==> config.mk <==
export PLATFORM = sky130hd
export DESIGN_NAME = checksummed_frame_deframer
export DESIGN_NICKNAME = d
export VERILOG_FILES = /design/src/hdl/cfd_pkg.sv /design/src/hdl/checksummed_frame_deframer.sv /design/src/hdl/cfd_ctrl.sv /design/src/hdl/cfd_datapath.sv
export VERILOG_INCLUDE_DIRS = /design/src /design/src/hdl
export SDC_FILE = /design/constraint.sdc
export NUM_CORES = 1
export LEC_CHECK = 0
export BUFFER_PORTS_ARGS = -buffer_cell sky130_fd_sc_hd__buf_2
export CAP_MARGIN = 20
export CORE_MARGIN = 5
export CORE_UTILIZATION = 60
export DETAILED_ROUTE_END_ITERATION = 16
export PLACE_DENSITY = 0.79
export RECOVER_POWER = 100
export SLEW_MARGIN = 25
export SYNTH_ARGS = -nofsm -noshare
export SYNTH_HDL_FRONTEND = slang
export SYNTH_SLANG_ARGS = --single-unit
==> constraint.sdc <==
create_clock -name clock -period 3.3 [get_ports clock]
set_input_delay 0.33 -clock clock [delete_from_list [all_inputs] [get_ports clock]]
set_output_delay 0.33 -clock clock [all_outputs]
set_load 0.005 [all_outputs]
==> src/hdl/assert_macros.svh <==
// ----------------------------------------------------------------------------
// assert_macros.svh
// Concurrent assertion helpers shared by the deframer modules.
// ----------------------------------------------------------------------------
`ifndef ASSERT_MACROS_SVH
`define ASSERT_MACROS_SVH

`ifndef ASSERT_OFF

// same-cycle implication
`define CHK_IMPLY(name, clk, rst, ante, cons, msg) \
   name: assert property (@(posedge clk) disable iff (rst) (ante) |-> (cons)) \
      else $error(msg);

// next-cycle implication
`define CHK_NEXT(name, clk, rst, ante, cons, msg) \
   name: assert property (@(posedge clk) disable iff (rst) (ante) |=> (cons)) \
      else $error(msg);

`else

`define CHK_IMPLY(name, clk, rst, ante, cons, msg)
`define CHK_NEXT(name, clk, rst, ante, cons, msg)

`endif

`endif

==> src/hdl/cfd_pkg.sv <==
// ----------------------------------------------------------------------------
// cfd_pkg
// Types and constants for the checksummed frame deframer.
// ----------------------------------------------------------------------------
package cfd_pkg;

   localparam int MAX_PAYLOAD_DEF = 64;

   // request modes
   localparam logic [1:0] MODE_BYTE    = 2'd0;
   localparam logic [1:0] MODE_RELEASE = 2'd1;
   localparam logic [1:0] MODE_STATUS  = 2'd2;

   // CSR map
   localparam int         CSR_ADDR_W   = 3;
   localparam int         CSR_DATA_W   = 32;
   localparam int         CSR_IDX_BIT  = 2;
   localparam logic       CSR_HEAD1    = 1'b0;
   localparam logic       CSR_HEAD2    = 1'b1;
   localparam logic [7:0] HEAD1_RESET  = 8'd170;
   localparam logic [7:0] HEAD2_RESET  = 8'd85;

   typedef struct packed {
      logic [1:0] mode;
      logic [7:0] rx_byte;
   } req_type;

   typedef struct packed {
      logic        kind;
      logic [7:0]  frame_command;
      logic [6:0]  frame_length;
      logic [5:0]  byte_index;
      logic [7:0]  payload_byte;
      logic        payload_valid;
      logic        last;
      logic [31:0] error_count;
      logic        frame_held;
   } rsp_type;

   typedef enum logic [2:0] {
      PH_HEAD1 = 3'd0,
      PH_HEAD2 = 3'd1,
      PH_CMD   = 3'd2,
      PH_LEN   = 3'd3,
      PH_DATA  = 3'd4,
      PH_CHECK = 3'd5
   } phase_type;

   typedef enum logic [1:0] {
      ST_IDLE,
      ST_READ,
      ST_SEND
   } state_type;

   // controller -> datapath
   typedef struct packed {
      logic take_byte;
      logic release_frame;
      logic load_status;
      logic load_marker;
      logic start_read;
      logic next_read;
   } cmd_type;

   // datapath -> controller
   typedef struct packed {
      logic frame_good;
      logic frame_empty;
      logic rsp_last;
   } sts_type;

endpackage

==> src/hdl/checksummed_frame_deframer.sv <==
// A byte or release transaction is absorbed when it is accepted; a status result is
//   valid in the cycle after its request is accepted.
// Frame drain: each payload result is a store read (ST_READ), then output (ST_SEND),
//   where rsp_ready stalls can hold it; a zero-length marker goes straight to output.
// Requests wait while a result run is pending. Reset (synchronous): parser hunts head1,
//   held flag and drop count clear, headers go to 0xAA / 0x55; payload store is kept.
// ----------------------------------------------------------------------------
// checksummed_frame_deframer
// Finds head1/head2/command/length/payload/check frames in a byte stream,
// verifies the 8-bit sum check and emits good frames as payload runs.
// ----------------------------------------------------------------------------
module checksummed_frame_deframer #(
   parameter int MAX_PAYLOAD = cfd_pkg::MAX_PAYLOAD_DEF
) (
   input  logic                            clock,
   input  logic                            reset,
   // request channel
   input  logic                            req_valid,
   output logic                            req_ready,
   input  cfd_pkg::req_type                req_data,
   // result channel
   output logic                            rsp_valid,
   input  logic                            rsp_ready,
   output cfd_pkg::rsp_type                rsp_data,
   // CSR port
   input  logic                            csr_psel,
   input  logic                            csr_penable,
   input  logic                            csr_pwrite,
   input  logic [cfd_pkg::CSR_ADDR_W-1:0]  csr_paddr,
   input  logic [cfd_pkg::CSR_DATA_W-1:0]  csr_pwdata,
   output logic [cfd_pkg::CSR_DATA_W-1:0]  csr_prdata,
   output logic                            csr_pready
);
   import cfd_pkg::*;

   logic [7:0] head1_ff, head1_in;
   logic [7:0] head2_ff, head2_in;
   logic       csr_wr;
   logic       csr_idx;
   cmd_type    cmd;
   sts_type    sts;

   // ---- CSR block: two header match bytes, no wait states ----
   assign csr_pready = 1'b1;
   assign csr_wr     = csr_psel && csr_penable && csr_pwrite;
   assign csr_idx    = csr_paddr[CSR_IDX_BIT];   // byte-offset bits are don't-care

   always_comb begin
      head1_in = head1_ff;
      head2_in = head2_ff;
      if (csr_wr) begin
         case (csr_idx)
            CSR_HEAD1: head1_in = csr_pwdata[7:0];
            CSR_HEAD2: head2_in = csr_pwdata[7:0];
            default: begin
            end
         endcase
      end
   end

   always_ff @(posedge clock) begin
      if (reset) begin
         head1_ff <= HEAD1_RESET;
         head2_ff <= HEAD2_RESET;
      end else begin
         head1_ff <= head1_in;
         head2_ff <= head2_in;
      end
   end

   always_comb begin
      case (csr_idx)
         CSR_HEAD1: csr_prdata = {24'd0, head1_ff};
         CSR_HEAD2: csr_prdata = {24'd0, head2_ff};
         default:   csr_prdata = '0;
      endcase
   end

   // ---- sequencer: owns both handshakes ----
   cfd_ctrl u_ctrl (
      .clock     (clock),
      .reset     (reset),
      .req_valid (req_valid),
      .req_mode  (req_data.mode),
      .req_ready (req_ready),
      .rsp_valid (rsp_valid),
      .rsp_ready (rsp_ready),
      .sts       (sts),
      .cmd       (cmd)
   );

   // ---- parser, payload store and result fields ----
   cfd_datapath #(
      .MAX_PAYLOAD (MAX_PAYLOAD)
   ) u_datapath (
      .clock    (clock),
      .reset    (reset),
      .head1    (head1_ff),
      .head2    (head2_ff),
      .rx_byte  (req_data.rx_byte),
      .cmd      (cmd),
      .sts      (sts),
      .rsp_data (rsp_data)
   );

endmodule

==> src/hdl/cfd_ctrl.sv <==
// ----------------------------------------------------------------------------
// cfd_ctrl
// Sequencer: accepts requests, starts result runs, paces the payload drain.
// ----------------------------------------------------------------------------
`include "assert_macros.svh"

module cfd_ctrl (
   input  logic             clock,
   input  logic             reset,
   input  logic             req_valid,
   input  logic [1:0]       req_mode,
   output logic             req_ready,
   output logic             rsp_valid,
   input  logic             rsp_ready,
   input  cfd_pkg::sts_type sts,
   output cfd_pkg::cmd_type cmd
);
   import cfd_pkg::*;

   state_type state_ff, state_in;

   always_ff @(posedge clock) begin
      if (reset) begin
         state_ff <= ST_IDLE;
      end else begin
         state_ff <= state_in;
      end
   end

   // next state
   always_comb begin
      state_in = state_ff;
      case (state_ff)
         ST_IDLE: begin
            if (req_valid) begin
               if (req_mode == MODE_BYTE && sts.frame_good) begin
                  state_in = sts.frame_empty ? ST_SEND : ST_READ;
               end else if (req_mode == MODE_STATUS) begin
                  state_in = ST_SEND;
               end
            end
         end
         ST_READ: begin
            state_in = ST_SEND;
         end
         ST_SEND: begin
            if (rsp_ready) begin
               state_in = sts.rsp_last ? ST_IDLE : ST_READ;
            end
         end
         default: begin
            state_in = ST_IDLE;
         end
      endcase
   end

   // outputs
   always_comb begin
      cmd       = '0;
      req_ready = 1'b0;
      rsp_valid = 1'b0;
      case (state_ff)
         ST_IDLE: begin
            req_ready = 1'b1;
            if (req_valid) begin
               case (req_mode)
                  MODE_BYTE: begin
                     cmd.take_byte = 1'b1;
                     if (sts.frame_good) begin
                        cmd.load_marker = sts.frame_empty;
                        cmd.start_read  = !sts.frame_empty;
                     end
                  end
                  MODE_RELEASE: begin
                     cmd.release_frame = 1'b1;
                  end
                  MODE_STATUS: begin
                     cmd.load_status = 1'b1;
                  end
                  default: begin
                  end
               endcase
            end
         end
         ST_READ: begin
         end
         ST_SEND: begin
            rsp_valid = 1'b1;
            if (rsp_ready && !sts.rsp_last) begin
               cmd.next_read = 1'b1;
            end
         end
         default: begin
         end
      endcase
   end

   `CHK_IMPLY(a_no_overlap, clock, reset, rsp_valid, !req_ready, "accepting while a result is pending")
   `CHK_NEXT(a_read_then_send, clock, reset, state_ff == ST_READ, rsp_valid, "memory read not followed by a result")
   `CHK_IMPLY(a_one_load, clock, reset, 1'b1, $onehot0({cmd.load_status, cmd.load_marker, cmd.start_read}), "conflicting result loads")

endmodule

==> src/hdl/cfd_datapath.sv <==
// ----------------------------------------------------------------------------
// cfd_datapath
// Frame parser, checksum, payload store, counters and result fields.
// ----------------------------------------------------------------------------
`include "assert_macros.svh"

module cfd_datapath #(
   parameter int MAX_PAYLOAD = cfd_pkg::MAX_PAYLOAD_DEF
) (
   input  logic             clock,
   input  logic             reset,
   input  logic [7:0]       head1,
   input  logic [7:0]       head2,
   input  logic [7:0]       rx_byte,
   input  cfd_pkg::cmd_type cmd,
   output cfd_pkg::sts_type sts,
   output cfd_pkg::rsp_type rsp_data
);
   import cfd_pkg::*;

   localparam int AW = (MAX_PAYLOAD > 1) ? $clog2(MAX_PAYLOAD) : 1;

   phase_type   phase_ff, phase_in;
   logic        held_ff, held_in;
   logic [31:0] drop_ff, drop_in;
   logic        kind_ff, kind_in;
   logic        marker_ff, marker_in;
   logic [7:0]  command_ff, command_in;
   logic [6:0]  length_ff, length_in;
   logic [6:0]  fill_ff, fill_in;
   logic [7:0]  sum_ff, sum_in;
   logic [AW-1:0] rd_idx_ff, rd_idx_in;
   logic [7:0]  rd_data_ff;
   logic [7:0]  mem [MAX_PAYLOAD];

   logic [7:0]  sum_next;
   logic [6:0]  fill_next;
   logic        mem_we;
   logic        no_data;

   assign sum_next  = sum_ff + rx_byte;
   assign fill_next = fill_ff + 7'd1;
   assign mem_we    = cmd.take_byte && (phase_ff == PH_DATA);

   assign sts.frame_good  = (phase_ff == PH_CHECK) && (rx_byte == sum_ff) && !held_ff;
   assign sts.frame_empty = (length_ff == 7'd0);
   assign sts.rsp_last    = rsp_data.last;

   always_comb begin
      phase_in   = phase_ff;
      held_in    = held_ff;
      drop_in    = drop_ff;
      command_in = command_ff;
      length_in  = length_ff;
      fill_in    = fill_ff;
      sum_in     = sum_ff;
      if (cmd.release_frame) begin
         held_in = 1'b0;
      end
      if (cmd.take_byte) begin
         case (phase_ff)
            PH_HEAD2: begin
               phase_in = (rx_byte == head2) ? PH_CMD : PH_HEAD1;
            end
            PH_CMD: begin
               command_in = rx_byte;
               sum_in     = rx_byte;
               phase_in   = PH_LEN;
            end
            PH_LEN: begin
               sum_in  = sum_next;
               fill_in = 7'd0;
               if (rx_byte > 8'(MAX_PAYLOAD)) begin
                  length_in = 7'd0;
                  drop_in   = drop_ff + 32'd1;
                  phase_in  = PH_HEAD1;
               end else begin
                  length_in = rx_byte[6:0];
                  phase_in  = (rx_byte == 8'd0) ? PH_CHECK : PH_DATA;
               end
            end
            PH_DATA: begin
               sum_in  = sum_next;
               fill_in = fill_next;
               if (fill_next >= length_ff) begin
                  phase_in = PH_CHECK;
               end
            end
            PH_CHECK: begin
               phase_in = PH_HEAD1;
               if (rx_byte != sum_ff || held_ff) begin
                  drop_in = drop_ff + 32'd1;
               end else begin
                  held_in = 1'b1;
               end
            end
            default: begin
               phase_in = (rx_byte == head1) ? PH_HEAD2 : PH_HEAD1;
            end
         endcase
      end
   end

   // result kind and drain index
   always_comb begin
      kind_in   = kind_ff;
      marker_in = marker_ff;
      rd_idx_in = rd_idx_ff;
      if (cmd.load_status) begin
         kind_in   = 1'b1;
         marker_in = 1'b0;
      end else if (cmd.load_marker) begin
         kind_in   = 1'b0;
         marker_in = 1'b1;
      end else if (cmd.start_read) begin
         kind_in   = 1'b0;
         marker_in = 1'b0;
         rd_idx_in = '0;
      end else if (cmd.next_read) begin
         rd_idx_in = rd_idx_ff + AW'(1);
      end
   end

   always_ff @(posedge clock) begin
      if (reset) begin
         phase_ff   <= PH_HEAD1;
         held_ff    <= 1'b0;
         drop_ff    <= '0;
         kind_ff    <= 1'b0;
         marker_ff  <= 1'b0;
         command_ff <= '0;
         length_ff  <= '0;
         fill_ff    <= '0;
         sum_ff     <= '0;
         rd_idx_ff  <= '0;
      end else begin
         phase_ff   <= phase_in;
         held_ff    <= held_in;
         drop_ff    <= drop_in;
         kind_ff    <= kind_in;
         marker_ff  <= marker_in;
         command_ff <= command_in;
         length_ff  <= length_in;
         fill_ff    <= fill_in;
         sum_ff     <= sum_in;
         rd_idx_ff  <= rd_idx_in;
      end
   end

   // payload store
   always_ff @(posedge clock) begin
      if (mem_we) begin
         mem[fill_ff[AW-1:0]] <= rx_byte;
      end
      rd_data_ff <= mem[rd_idx_ff];
   end

   assign no_data = kind_ff || marker_ff;

   always_comb begin
      rsp_data.kind          = kind_ff;
      rsp_data.frame_command = kind_ff ? 8'd0 : command_ff;
      rsp_data.frame_length  = kind_ff ? 7'd0 : length_ff;
      rsp_data.byte_index    = no_data ? 6'd0 : 6'(rd_idx_ff);
      rsp_data.payload_byte  = no_data ? 8'd0 : rd_data_ff;
      rsp_data.payload_valid = !no_data;
      rsp_data.last          = no_data || ((7'(rd_idx_ff) + 7'd1) == length_ff);
      rsp_data.error_count   = drop_ff;
      rsp_data.frame_held    = held_ff;
   end

   `CHK_IMPLY(a_held_from_check, clock, reset, $rose(held_ff), $past(phase_ff == PH_CHECK && cmd.take_byte), "held flag set outside the check byte")
   `CHK_IMPLY(a_drop_on_byte, clock, reset, drop_ff != $past(drop_ff), $past(cmd.take_byte), "drop count moved without a byte")

endmodule

==> impl_metrics.py, run 1 <==
metrics = {
    "clock_tree": {
        "cts_htree_levels": 2,
        "cts_tree": "yes",
        "cts_buffer_depth": 3,
        "cts_resized": 0,
        "numCtsBuffers": 57,
        "clkTransAtPathRegs_ps": 70,
        "clockRootBuffer": "clkbuf_16",
        "clkLatencyLatePin_ps": 610,
        "cts_num_sinks": 612,
    },
    "floorplan": {
        "start_util_pct": 60.4,
        "dieArea_sq_um": 46400,
        "die_w_um": 215,
        "io_pins": 152,
        "core_area_sq_um": 41900,
        "num_rows": 75,
        "die_h_um": 215,
    },
    "setup_path": {
        "startpoint_type": "register",
        "worstSetupPathType": "register to primary output",
        "critPathCaptureType": "primary output",
        "r2r-start": "u_ctrl.state_ff[1]",
        "worstRegToRegCells": 7,
        "cp.required_ps": 2970,
        "r2r_slack_ps": 220,
        "path_max_fanout": 13,
        "crit_path_start": "u_datapath.rd_idx_ff[3]",
        "setup.worst_path.end": "rsp_data[33]",
        "r2r-end": "u_datapath.mem[17][4]",
        "critPathArrivalTime_ps": 2760,
    },
    "timing": {
        "finalHoldViolCount": 0,
        "layout_min_cycle_time_ps": 3090,
        "slew_headroom_pct": -82.3,
        "rsz0062_at_grt": "no",
        "period_share_pct": 93.8,
        "finalMaxSlewViolations": 355,
        "fmax_mhz": 323,
        "skew_ps": 17.5,
        "tightest_slew_ps": 2740,
        "tns_ps": 0,
        "setup_viol": 0,
    },
    "finish": {
        "fin_nets": 1761,
        "nFillCells": 2781,
        "diodes": 0,
        "fin_area_sq_um": 28400,
        "drive_gt1_share_pct": 20.1,
        "fin_cells": 2276,
        "area_delta_synth_final_pct": 12.4,
        "mostFrequentLayoutCell": "edfxtp_1",
        "layout_common_cells": "512 x edfxtp_1, 160 x mux4_2, 159 x nor2_1, 123 x clkbuf_1, 96 x dfxtp_1",
    },
    "power": {
        "p_int_w": 0.0123,
        "power_frac_clock_pct": 42.3,
        "p_leak_nw": 8.94,
        "combinationalPowerShare_pct": 3.3,
        "vdd_ir_drop_max_uv": 453,
        "power_density_nw_per_um2": 543,
        "pwr-share-seq_pct": 54.4,
        "p_sw_share_pct": 20.5,
        "switchingPower_w": 0.00316,
    },
    "logic_synthesis": {
        "syn_area_per_cell_sq_um": 16.7,
        "synth_area_leader_cell": "edfxtp_1",
        "synth.distinct_cells": 61,
        "seq_area_frac_synth_pct": 68.7,
        "synthDominantCellAreaShare_pct": 60.8,
        "syn_area_sq_um": 25300,
        "synthTopCellsByArea": "edfxtp_1 61%, mux4_2 14%, dfxtp_1 7.9%, nor2_1 2.4%, xnor2_1 1.1%",
        "synth-warning-count": 0,
        "syn_inst": 1511,
        "ys.flop_type": "edfxtp_1",
        "synth_seq_cells": 612,
        "synth_edf_count": 512,
        "postSynth.asyncResetShare_pct": 0,
    },
    "route": {
        "first_iter_violations": 1506,
        "drt_wl_total_um": 59100,
        "post_drt_wl_per_cell_um": 26.0,
        "drc": 0,
        "first_pass_iters": 5,
        "ant_nets": 0,
        "vias": 14300,
        "viasPerCell": 6.27,
    },
    "flow_run": {
        "drv_cap": 7,
    },
    "global_routing": {
        "grt_max_degree": 70,
        "track_usage_pct": 25.5,
        "grt_overflow": 0,
        "grt_pass1_wl_um": 89400,
        "grt_pass1_vias": 14600,
        "antenna_found_initial": 3,
    },
    "placement": {
        "dp_cells": 2160,
        "gp_congestion": 0.855,
        "hpwl_um": 36300,
        "placed_area_sq_um": 26800,
        "portBuffers": 100,
    },
    "outcome": {
        "status": "finished with violations",
        "violations": "capacitance limit, slew limit",
    },
    "hold_path": {
        "hold_class": "input port to register",
        "min_from": "req_data[8]",
    },
}
## worst max-delay path: stages (launching register included)
cell	delay (ps)
dfxtp_1	700
nand2_2	210
or3_1	360
a211o_1	300
a21oi_1	300
nand2b_1	160
buf_2	120
## cells in the mapped netlist (5+ instances only)
master	number
inv_1	19
xnor2_1	33
mux2_2	9
mux2i_1	12
nand3b_1	6
a22oi_1	29
and2_1	19
nor2b_1	24
buf_2	21
a211o_1	5
buf_1	6
nand3_1	35
nand2b_1	7
nand4_1	25
ha_1	17
buf_4	32
dfxtp_1	100
nor4_1	10
edfxtp_1	512
mux4_2	160
a311oi_1	5
clkbuf_1	52
or3_1	10
nor2_1	159
a21oi_1	27
nand2_1	64
o21ai_0	17
xor2_1	31
nor3_1	16
## layout make-up
class | count | area (sq um) | share of cell area [%]
clock inverter | 39 | 344 | 1.21
inverter | 19 | 71.3 | 0.251
sequential | 612 | 17400 | 61.2
tap | 539 | 674 | 2.37
timing repair buffer | 210 | 1070 | 3.77
multi-input combinational | 791 | 7350 | 25.9
clock buffer | 66 | 1520 | 5.35
## routing by layer
layer	vias to the layer above	wire length, um	GRT usage, %	part of all wire, %
met5	-	8	0	0.014
met4	2	1750	7.55	3.0
met3	102	6010	6.57	10
met2	764	29100	41.5	49
met1	7188	22200	34.6	38
li1	6206	-	-	-
## kinds of logic after synthesis
| kind of cell | Yosys count | share of synthesized area [%] |
|---|---|---|
| other cells | 2 | 0.0297 |
| mux | 181 | 15.1 |
| compound gates | 108 | 2.90 |
| fa+ha+maj | 18 | 0.920 |
| flops | 612 | 68.7 |
| xor+xnor | 64 | 2.22 |
| simple gates | 395 | 7.54 |
| buf+inv | 131 | 2.55 |
## power groups by stage
stage / logic, W / clock network (W) / registers (W)
2_1_floorplan: 0.000295 / 0 / 0.00854
3_3_place_gp: 0.000491 / 0 / 0.00855
3_5_place_dp: 0.000508 / 0 / 0.00855
4_1_cts: 0.000522 / 0.00662 / 0.00838
5_1_grt: 0.000552 / 0.00696 / 0.00839
6_report: 0.000511 / 0.00653 / 0.00839
## repair_timing
action	4_1_cts	5_1_grt
setup endpoints to repair	0	1
buffers inserted	0	1
hold buffers	10	0
hold endpoints to repair	17	0
## metrics by stage
step / power [W] / hold slack (ps) / setup WS, ps / utilization (%)
2_1_floorplan: 0.00884 / 429 / 949 / -
3_3_place_gp: 0.00904 / 469 / 572 / 64.0
3_5_place_dp: 0.00906 / 486 / 459 / 64.0
4_1_cts: 0.0155 / 66.5 / 126 / 68.7
5_1_grt: 0.0159 / 86.7 / 23.8 / 67.9
6_report: 0.0154 / 103 / 206 / 67.9
## how the worst min path moves through the flow
| stage | end | cells after the start | slack, ps |
|---|---|---|---|
| detailed placement | u_datapath.command_ff[0] | 2 | 490 |
| CTS | u_datapath.held_ff | 4 | 70 |
| finish | u_datapath.held_ff | 4 | 100 |
| floorplan | u_datapath.mem[0][0] | 0 | 430 |
| global route | u_datapath.held_ff | 4 | 90 |
| global placement | u_datapath.command_ff[6] | 2 | 470 |
## registers in the layout, summed over array words and instances, names as in the netlist, 6 cells and up
register and count:
u_datapath.rd_idx_ff 6, head2_ff 8, u_datapath.rd_data_ff 8, u_datapath.fill_ff 7, u_datapath.drop_ff 32, head1_ff 8, u_datapath.sum_ff 8, u_datapath.command_ff 8
u_datapath.length_ff 7, u_datapath.mem 512
Power figures use the tool's default switching activity.
==> run 2, diff against run 1 <==
- CORE_UTILIZATION: 60 -> 25
- PLACE_DENSITY: 0.79 -> not set
==> impl_metrics.py, run 2 (same netlist as run 1, synthesis figures left out) <==
metrics = {
    "global_routing": {
        "track_usage_pct": 11.1,
        "grt_pass1_wl_um": 92000,
        "grt_pass1_vias": 14300,
        "grt_overflow": 0,
        "antenna_found_initial": 8,
        "grt_max_degree": 67,
    },
    "timing": {
        "fmax_mhz": 321,
        "rsz0062_at_grt": "no",
        "skew_ps": 28.6,
        "tightest_slew_ps": 3000,
        "tns_ps": 0,
        "setup_viol": 0,
        "finalMaxSlewViolations": 236,
        "finalHoldViolCount": 0,
        "period_share_pct": 94.4,
        "layout_min_cycle_time_ps": 3110,
        "slew_headroom_pct": -100,
    },
    "setup_path": {
        "startpoint_type": "register",
        "r2r_slack_ps": 270,
        "cp.required_ps": 2970,
        "worstSetupPathType": "register to primary output",
        "r2r-start": "u_datapath.phase_ff[0]",
        "r2r-end": "u_datapath.mem[49][7]",
        "worstRegToRegCells": 7,
        "critPathCaptureType": "primary output",
        "path_max_fanout": 10,
        "critPathArrivalTime_ps": 2780,
    },
    "finish": {
        "drive_gt1_share_pct": 20.2,
        "largest_reg_flops": 512,
        "layout_common_cells": "512 x edfxtp_1, 160 x mux4_2, 159 x nor2_1, 135 x clkbuf_1, 95 x dfxtp_1",
        "multi_input_area_sq_um": 7350,
        "mostFrequentLayoutCell": "edfxtp_1",
        "final-seq-area_sq_um": 17400,
        "nFillCells": 9933,
        "area_delta_synth_final_pct": 16.6,
        "fin_nets": 1762,
    },
    "hold_path": {
        "min_from": "req_valid",
        "hold_class": "input port to register",
        "hold_depth": 3,
        "hold_end": "u_ctrl.state_ff[1]",
    },
    "route": {
        "routed.top_layer": "met5",
        "first_pass_iters": 5,
        "drc": 0,
        "route.met2.wl_um": 27300,
        "post_drt_wl_per_cell_um": 19.8,
        "viasPerCell": 4.56,
        "ant_nets": 0,
        "wl_met3_um": 6260,
        "first_iter_violations": 1360,
        "wl_met1_um": 26900,
        "vias": 14100,
        "drt_wl_total_um": 61500,
    },
    "clock_tree": {
        "clkTransAtPathRegs_ps": 70,
        "numCtsBuffers": 56,
        "clkLatencyLatePin_ps": 630,
        "cts_setup_buffers": 0,
        "clockRootBuffer": "clkbuf_16",
        "cts_num_sinks": 612,
        "cts_tree": "yes",
        "cts_buffer_depth": 3,
        "cts_htree_levels": 2,
    },
    "floorplan": {
        "dieArea_sq_um": 108000,
        "die_h_um": 328,
        "io_pins": 152,
        "die_w_um": 328,
        "start_util_pct": 25.2,
        "num_rows": 116,
        "core_area_sq_um": 100000,
    },
    "outcome": {
        "status": "finished with violations",
        "violations": "capacitance limit, slew limit",
    },
    "power": {
        "p_int_w": 0.0124,
        "combinationalPowerShare_pct": 3.3,
        "power_frac_clock_pct": 43.0,
        "vdd_ir_drop_max_uv": 418,
        "p_sw_share_pct": 20.8,
        "pwr-share-seq_pct": 53.8,
        "power_density_nw_per_um2": 529,
        "power_w": 0.0156,
        "switchingPower_w": 0.00324,
        "p_leak_nw": 8.93,
    },
    "placement": {
        "gp_congestion": 0.825,
        "hpwl_um": 40000,
        "portBuffers": 100,
    },
    "flow_run": {
        "drv_cap": 4,
    },
}
[run 2: cell count changes in the layout (fill, tap and decap cells not counted), moves of 5 or more]
| cell | change |
|---|---|
| and2_0 | +8 |
| buf_2 | -5 |
| clkbuf_1 | +12 |
| and2_1 | -8 |
| clkinv_1 | -11 |
| buf_4 | +8 |
[run 2: worst max path at each step]
stage | to | start | cells past startpoint | slack, ps
final | rsp_data[33] | u_datapath.rd_idx_ff[5] | 6 | 190
after CTS | rsp_data[33] | u_datapath.rd_idx_ff[3] | 6 | 120
after detailed placement | u_datapath.mem[32][2] | req_valid | 7 | 480
after global placement | u_datapath.mem[5][3] | req_valid | 7 | 520
after floorplan | u_datapath.rd_data_ff[0] | u_datapath.rd_idx_ff[0] | 6 | 950
after global routing | u_datapath.mem[18][2] | u_ctrl.state_ff[1] | 7 | 80
[run 2: worst max-delay path: stages, from the launching register on]
cell and delay [ps]:
dfxtp_1 730, or3b_2 490, nor4b_1 260, nor4_1 90
a21oi_1 280, nand2b_1 150, buf_2 170
[run 2: timing repair]
| action | CTS | global route |
|---|---|---|
| hold buffers | 9 | 0 |
| endpoints found under the hold margin | 17 | 0 |
| setup endpoints to repair | 0 | 1 |
| resized for setup | 0 | 1 |
[run 2: metrics by stage]
step                worst slack, ps  cell area [sq um]  hold slack (ps)  instances  util [%]
global route                   76.8              29500             19.5       3097      29.4
detailed placement              478              27900              467       2982      27.8
CTS                             123              29900             5.37       3097      29.8
finish                          185              29500             40.2       3098      29.4
global placement                524              27900              470       2982      27.8
floorplan                       949              25400              429       1534         -
[run 2: area by class of cell]
class | instances | share of cell area, %
inverter | 19 | 0.242
timing repair buffer | 212 | 3.55
sequential | 612 | 59.0
tap | 1357 | 5.76
antenna | 1 | 0.00849
multi-input combinational | 791 | 24.9
clock inverter | 32 | 1.17
clock buffer | 74 | 5.37
[run 2: layer usage]
metal  global-route usage [%]  up-vias
li1                         -     6205
met1                     15.9     7275
met2                     16.6      544
met3                     3.78       80
met4                     2.11       12
met5                    0.679        -
[run 2: power groups by stage]
| stage | clock, W | sequential, W | combinational [W] |
|---|---|---|---|
| 2_1_floorplan | 0 | 0.00854 | 0.000295 |
| 3_3_place_gp | 0 | 0.00855 | 0.000510 |
| 3_5_place_dp | 0 | 0.00855 | 0.000526 |
| 4_1_cts | 0.00685 | 0.00838 | 0.000536 |
| 5_1_grt | 0.00719 | 0.00839 | 0.000555 |
| 6_report | 0.00671 | 0.00839 | 0.000510 |
==> run 3, diff against run 2 <==
- GPL_TIMING_DRIVEN: not set -> 1
- SYNTH_HIERARCHICAL: not set -> 1
==> impl_metrics.py, run 3 <==
metrics = {
    "route": {
        "drt_wl_total_um": 62900,
        "vias": 14800,
        "viasPerCell": 4.59,
        "post_drt_wl_per_cell_um": 19.5,
        "ant_nets": 0,
        "first_pass_iters": 5,
        "first_iter_violations": 1036,
        "drc": 0,
    },
    "floorplan": {
        "io_pins": 152,
        "dieArea_sq_um": 109000,
        "core_area_sq_um": 102000,
        "start_util_pct": 25.2,
        "die_w_um": 331,
        "die_h_um": 331,
        "num_rows": 117,
    },
    "placement": {
        "gp_congestion": 0.821,
        "hpwl_um": 41300,
        "portBuffers": 100,
    },
    "logic_synthesis": {
        "synth_area_leader_cell": "edfxtp_1",
        "syn_area_per_cell_sq_um": 16.0,
        "postSynth.asyncResetShare_pct": 0,
        "syn_inst": 1607,
        "synthDominantCellAreaShare_pct": 59.9,
        "synth_seq_cells": 612,
        "syn_area_sq_um": 25700,
        "synth.distinct_cells": 70,
        "synth_most_common_cell": "edfxtp_1",
        "synthTopCellsByArea": "edfxtp_1 60%, mux4_2 11%, dfxtp_1 7.8%, nor2_1 2.5%, xnor2_1 1.5%",
        "synth_edf_count": 512,
        "synth-warning-count": 6,
        "ys.flop_type": "edfxtp_1",
        "seq_area_frac_synth_pct": 67.7,
        "synthTopCellsByCount": "512 x edfxtp_1, 173 x nor2_1, 130 x mux4_2",
    },
    "global_routing": {
        "grt_overflow": 0,
        "grt_max_degree": 95,
        "grt_pass1_vias": 15100,
        "gr-usage-met1_pct": 15.6,
        "track_usage_pct": 11.4,
        "antenna_found_initial": 2,
        "grt_pass1_wl_um": 95400,
        "busiest_layer": "met2",
        "grt_use_met3_pct": 1.93,
        "globalRouteMet2Util_pct": 18.8,
    },
    "power": {
        "power_density_nw_per_um2": 544,
        "p_leak_nw": 9.21,
        "power_w": 0.0164,
        "vdd_ir_drop_max_uv": 334,
    },
    "setup_path": {
        "r2r-start": "u_ctrl/state_ff[0]",
        "critPathMaxStageDelay_ps": 580,
        "critPathArrivalTime_ps": 2780,
        "startpoint_type": "register",
        "r2r_slack_ps": 240,
        "crit_path_start": "u_datapath/rd_idx_ff[0]",
        "critPathCaptureType": "primary output",
        "worstRegToRegCells": 9,
        "r2r-end": "u_datapath/mem[19][2]",
        "path_max_fanout": 22,
        "crit_path_cell_trace": "buf_6 -> nand3_1 -> xor2_1 -> xnor2_1 -> o41ai_2 -> clkbuf_4 -> buf_2",
        "cp.required_ps": 2970,
        "cp_slowest_cell": "o41ai_2",
        "worstSetupPathType": "register to primary output",
    },
    "timing": {
        "finalMaxSlewViolations": 245,
        "tightest_slew_ps": 1940,
        "skew_ps": 20.4,
        "layout_min_cycle_time_ps": 3110,
        "finalHoldViolCount": 0,
        "tns_ps": 0,
        "whs_ps": 30.2,
        "fmax_mhz": 321,
        "slew_headroom_pct": -29.2,
        "setup_viol": 0,
        "rsz0062_at_grt": "no",
        "period_share_pct": 94.4,
    },
    "clock_tree": {
        "numCtsBuffers": 67,
        "clkTransAtPathRegs_ps": 60,
        "clkLatencyLatePin_ps": 590,
        "cts_setup_buffers": 0,
        "cts_tree": "yes",
        "cts_num_sinks": 612,
        "cts_buffer_depth": 3,
        "cts_htree_levels": 3,
        "clockRootBuffer": "clkbuf_16",
    },
    "finish": {
        "largest_reg_flops": 512,
        "final_core_util_pct": 29.5,
        "drive_gt1_share_pct": 20.7,
        "fin_nets": 1867,
        "mostFrequentLayoutCell": "edfxtp_1",
        "layout_common_cells": "512 x edfxtp_1, 172 x nor2_1, 130 x mux4_2, 122 x clkbuf_1, 98 x dfxtp_1",
        "area_delta_synth_final_pct": 17.1,
        "nFillCells": 10200,
    },
    "hold_path": {
        "hold_end": "head2_ff[0]",
        "hold_depth": 3,
        "hold_class": "input port to register",
        "min_from": "csr_pwdata[0]",
    },
    "outcome": {
        "violations": "capacitance limit, slew limit",
        "status": "finished with violations",
    },
    "flow_run": {
        "drv_cap": 4,
    },
}
run 3: cell count changes in the layout (fill, tap and decap cells not counted), moves of 13 or more:
cell and change:
mux2i_1 +17, mux4_2 -30, a21oi_1 +27, xor2_1 -14
o22ai_1 +29, a22oi_1 -22, nor2_1 +13, clkbuf_1 -13
nand2b_1 +18, clkbuf_2 +13
run 3: power by group:
| part | total (W) | internal (W) | switching (W) |
|---|---|---|---|
| logic | 0.000404 | 0.000131 | 0.000273 |
| registers | 0.00839 | 0.00838 | 0.0000151 |
| clock network | 0.00756 | 0.00455 | 0.00301 |
| total | 0.0164 | 0.0131 | 0.00330 |
run 3: area by class of cell:
type / count / area [sq um] / share of cell area, %
Antenna cell: 2 / 5.00 / 0.0166
Clock buffer: 81 / 1770 / 5.89
Clock inverter: 38 / 458 / 1.52
Inverter: 25 / 93.8 / 0.312
Multi-Input combinational cell: 872 / 7560 / 25.2
Sequential cell: 612 / 17400 / 57.8
Tap cell: 1368 / 1710 / 5.69
Timing Repair Buffer: 219 / 1080 / 3.60
run 3: per-layer routing:
layer,vias up,share of wire [%]
met4,0,2.3
met5,-,0
met1,7642,44
met3,82,5.8
li1,6582,-
met2,460,48
run 3: metrics by stage:
step | cell area, sq um | cells | setup WS [ps]
floorplan | 25800 | 1630 | 53.9
global placement | 28300 | 3091 | 292
detailed placement | 28300 | 3091 | 247
CTS | 30500 | 3215 | 18.3
global route | 30100 | 3215 | 40.2
finish | 30100 | 3217 | 186
run 3: worst max path at each step:
stage / end / cells past startpoint
after floorplan: u_datapath/rd_idx_ff[1] / 15
after global placement: u_datapath/rd_idx_ff[0] / 11
after detailed placement: u_datapath/drop_ff[6] / 9
after CTS: rsp_data[33] / 7
after global routing: u_datapath/mem[19][4] / 9
final: rsp_data[33] / 7
run 3: kinds of logic after synthesis:
kind of cell               share of synthesized area, %
other                                            0.0292
AOI/OAI and AO/OA                                  5.66
muxes                                              13.0
adders and majority gates                         0.906
and+or+nand+nor                                    7.69
DFF                                                67.7
xor gates and xnor gates                           2.11
buffers and inverters                              2.94
run 3: timing repair:
item / in CTS / in global routing
hold buffers: 5 / 0
resized for setup: 0 / 2
endpoints found under the setup margin: 0 / 4
endpoints found under the hold margin: 6 / 0
run 3: critical path: cells and delay by family, from the launching register on:
kind | cells | cell delay [ps]
AND/OR/NAND/NOR | 1 | 150
buffers and inverters | 3 | 650
XOR/XNOR | 2 | 400
flip-flops | 1 | 400
AO/OA/AOI/OAI | 1 | 580
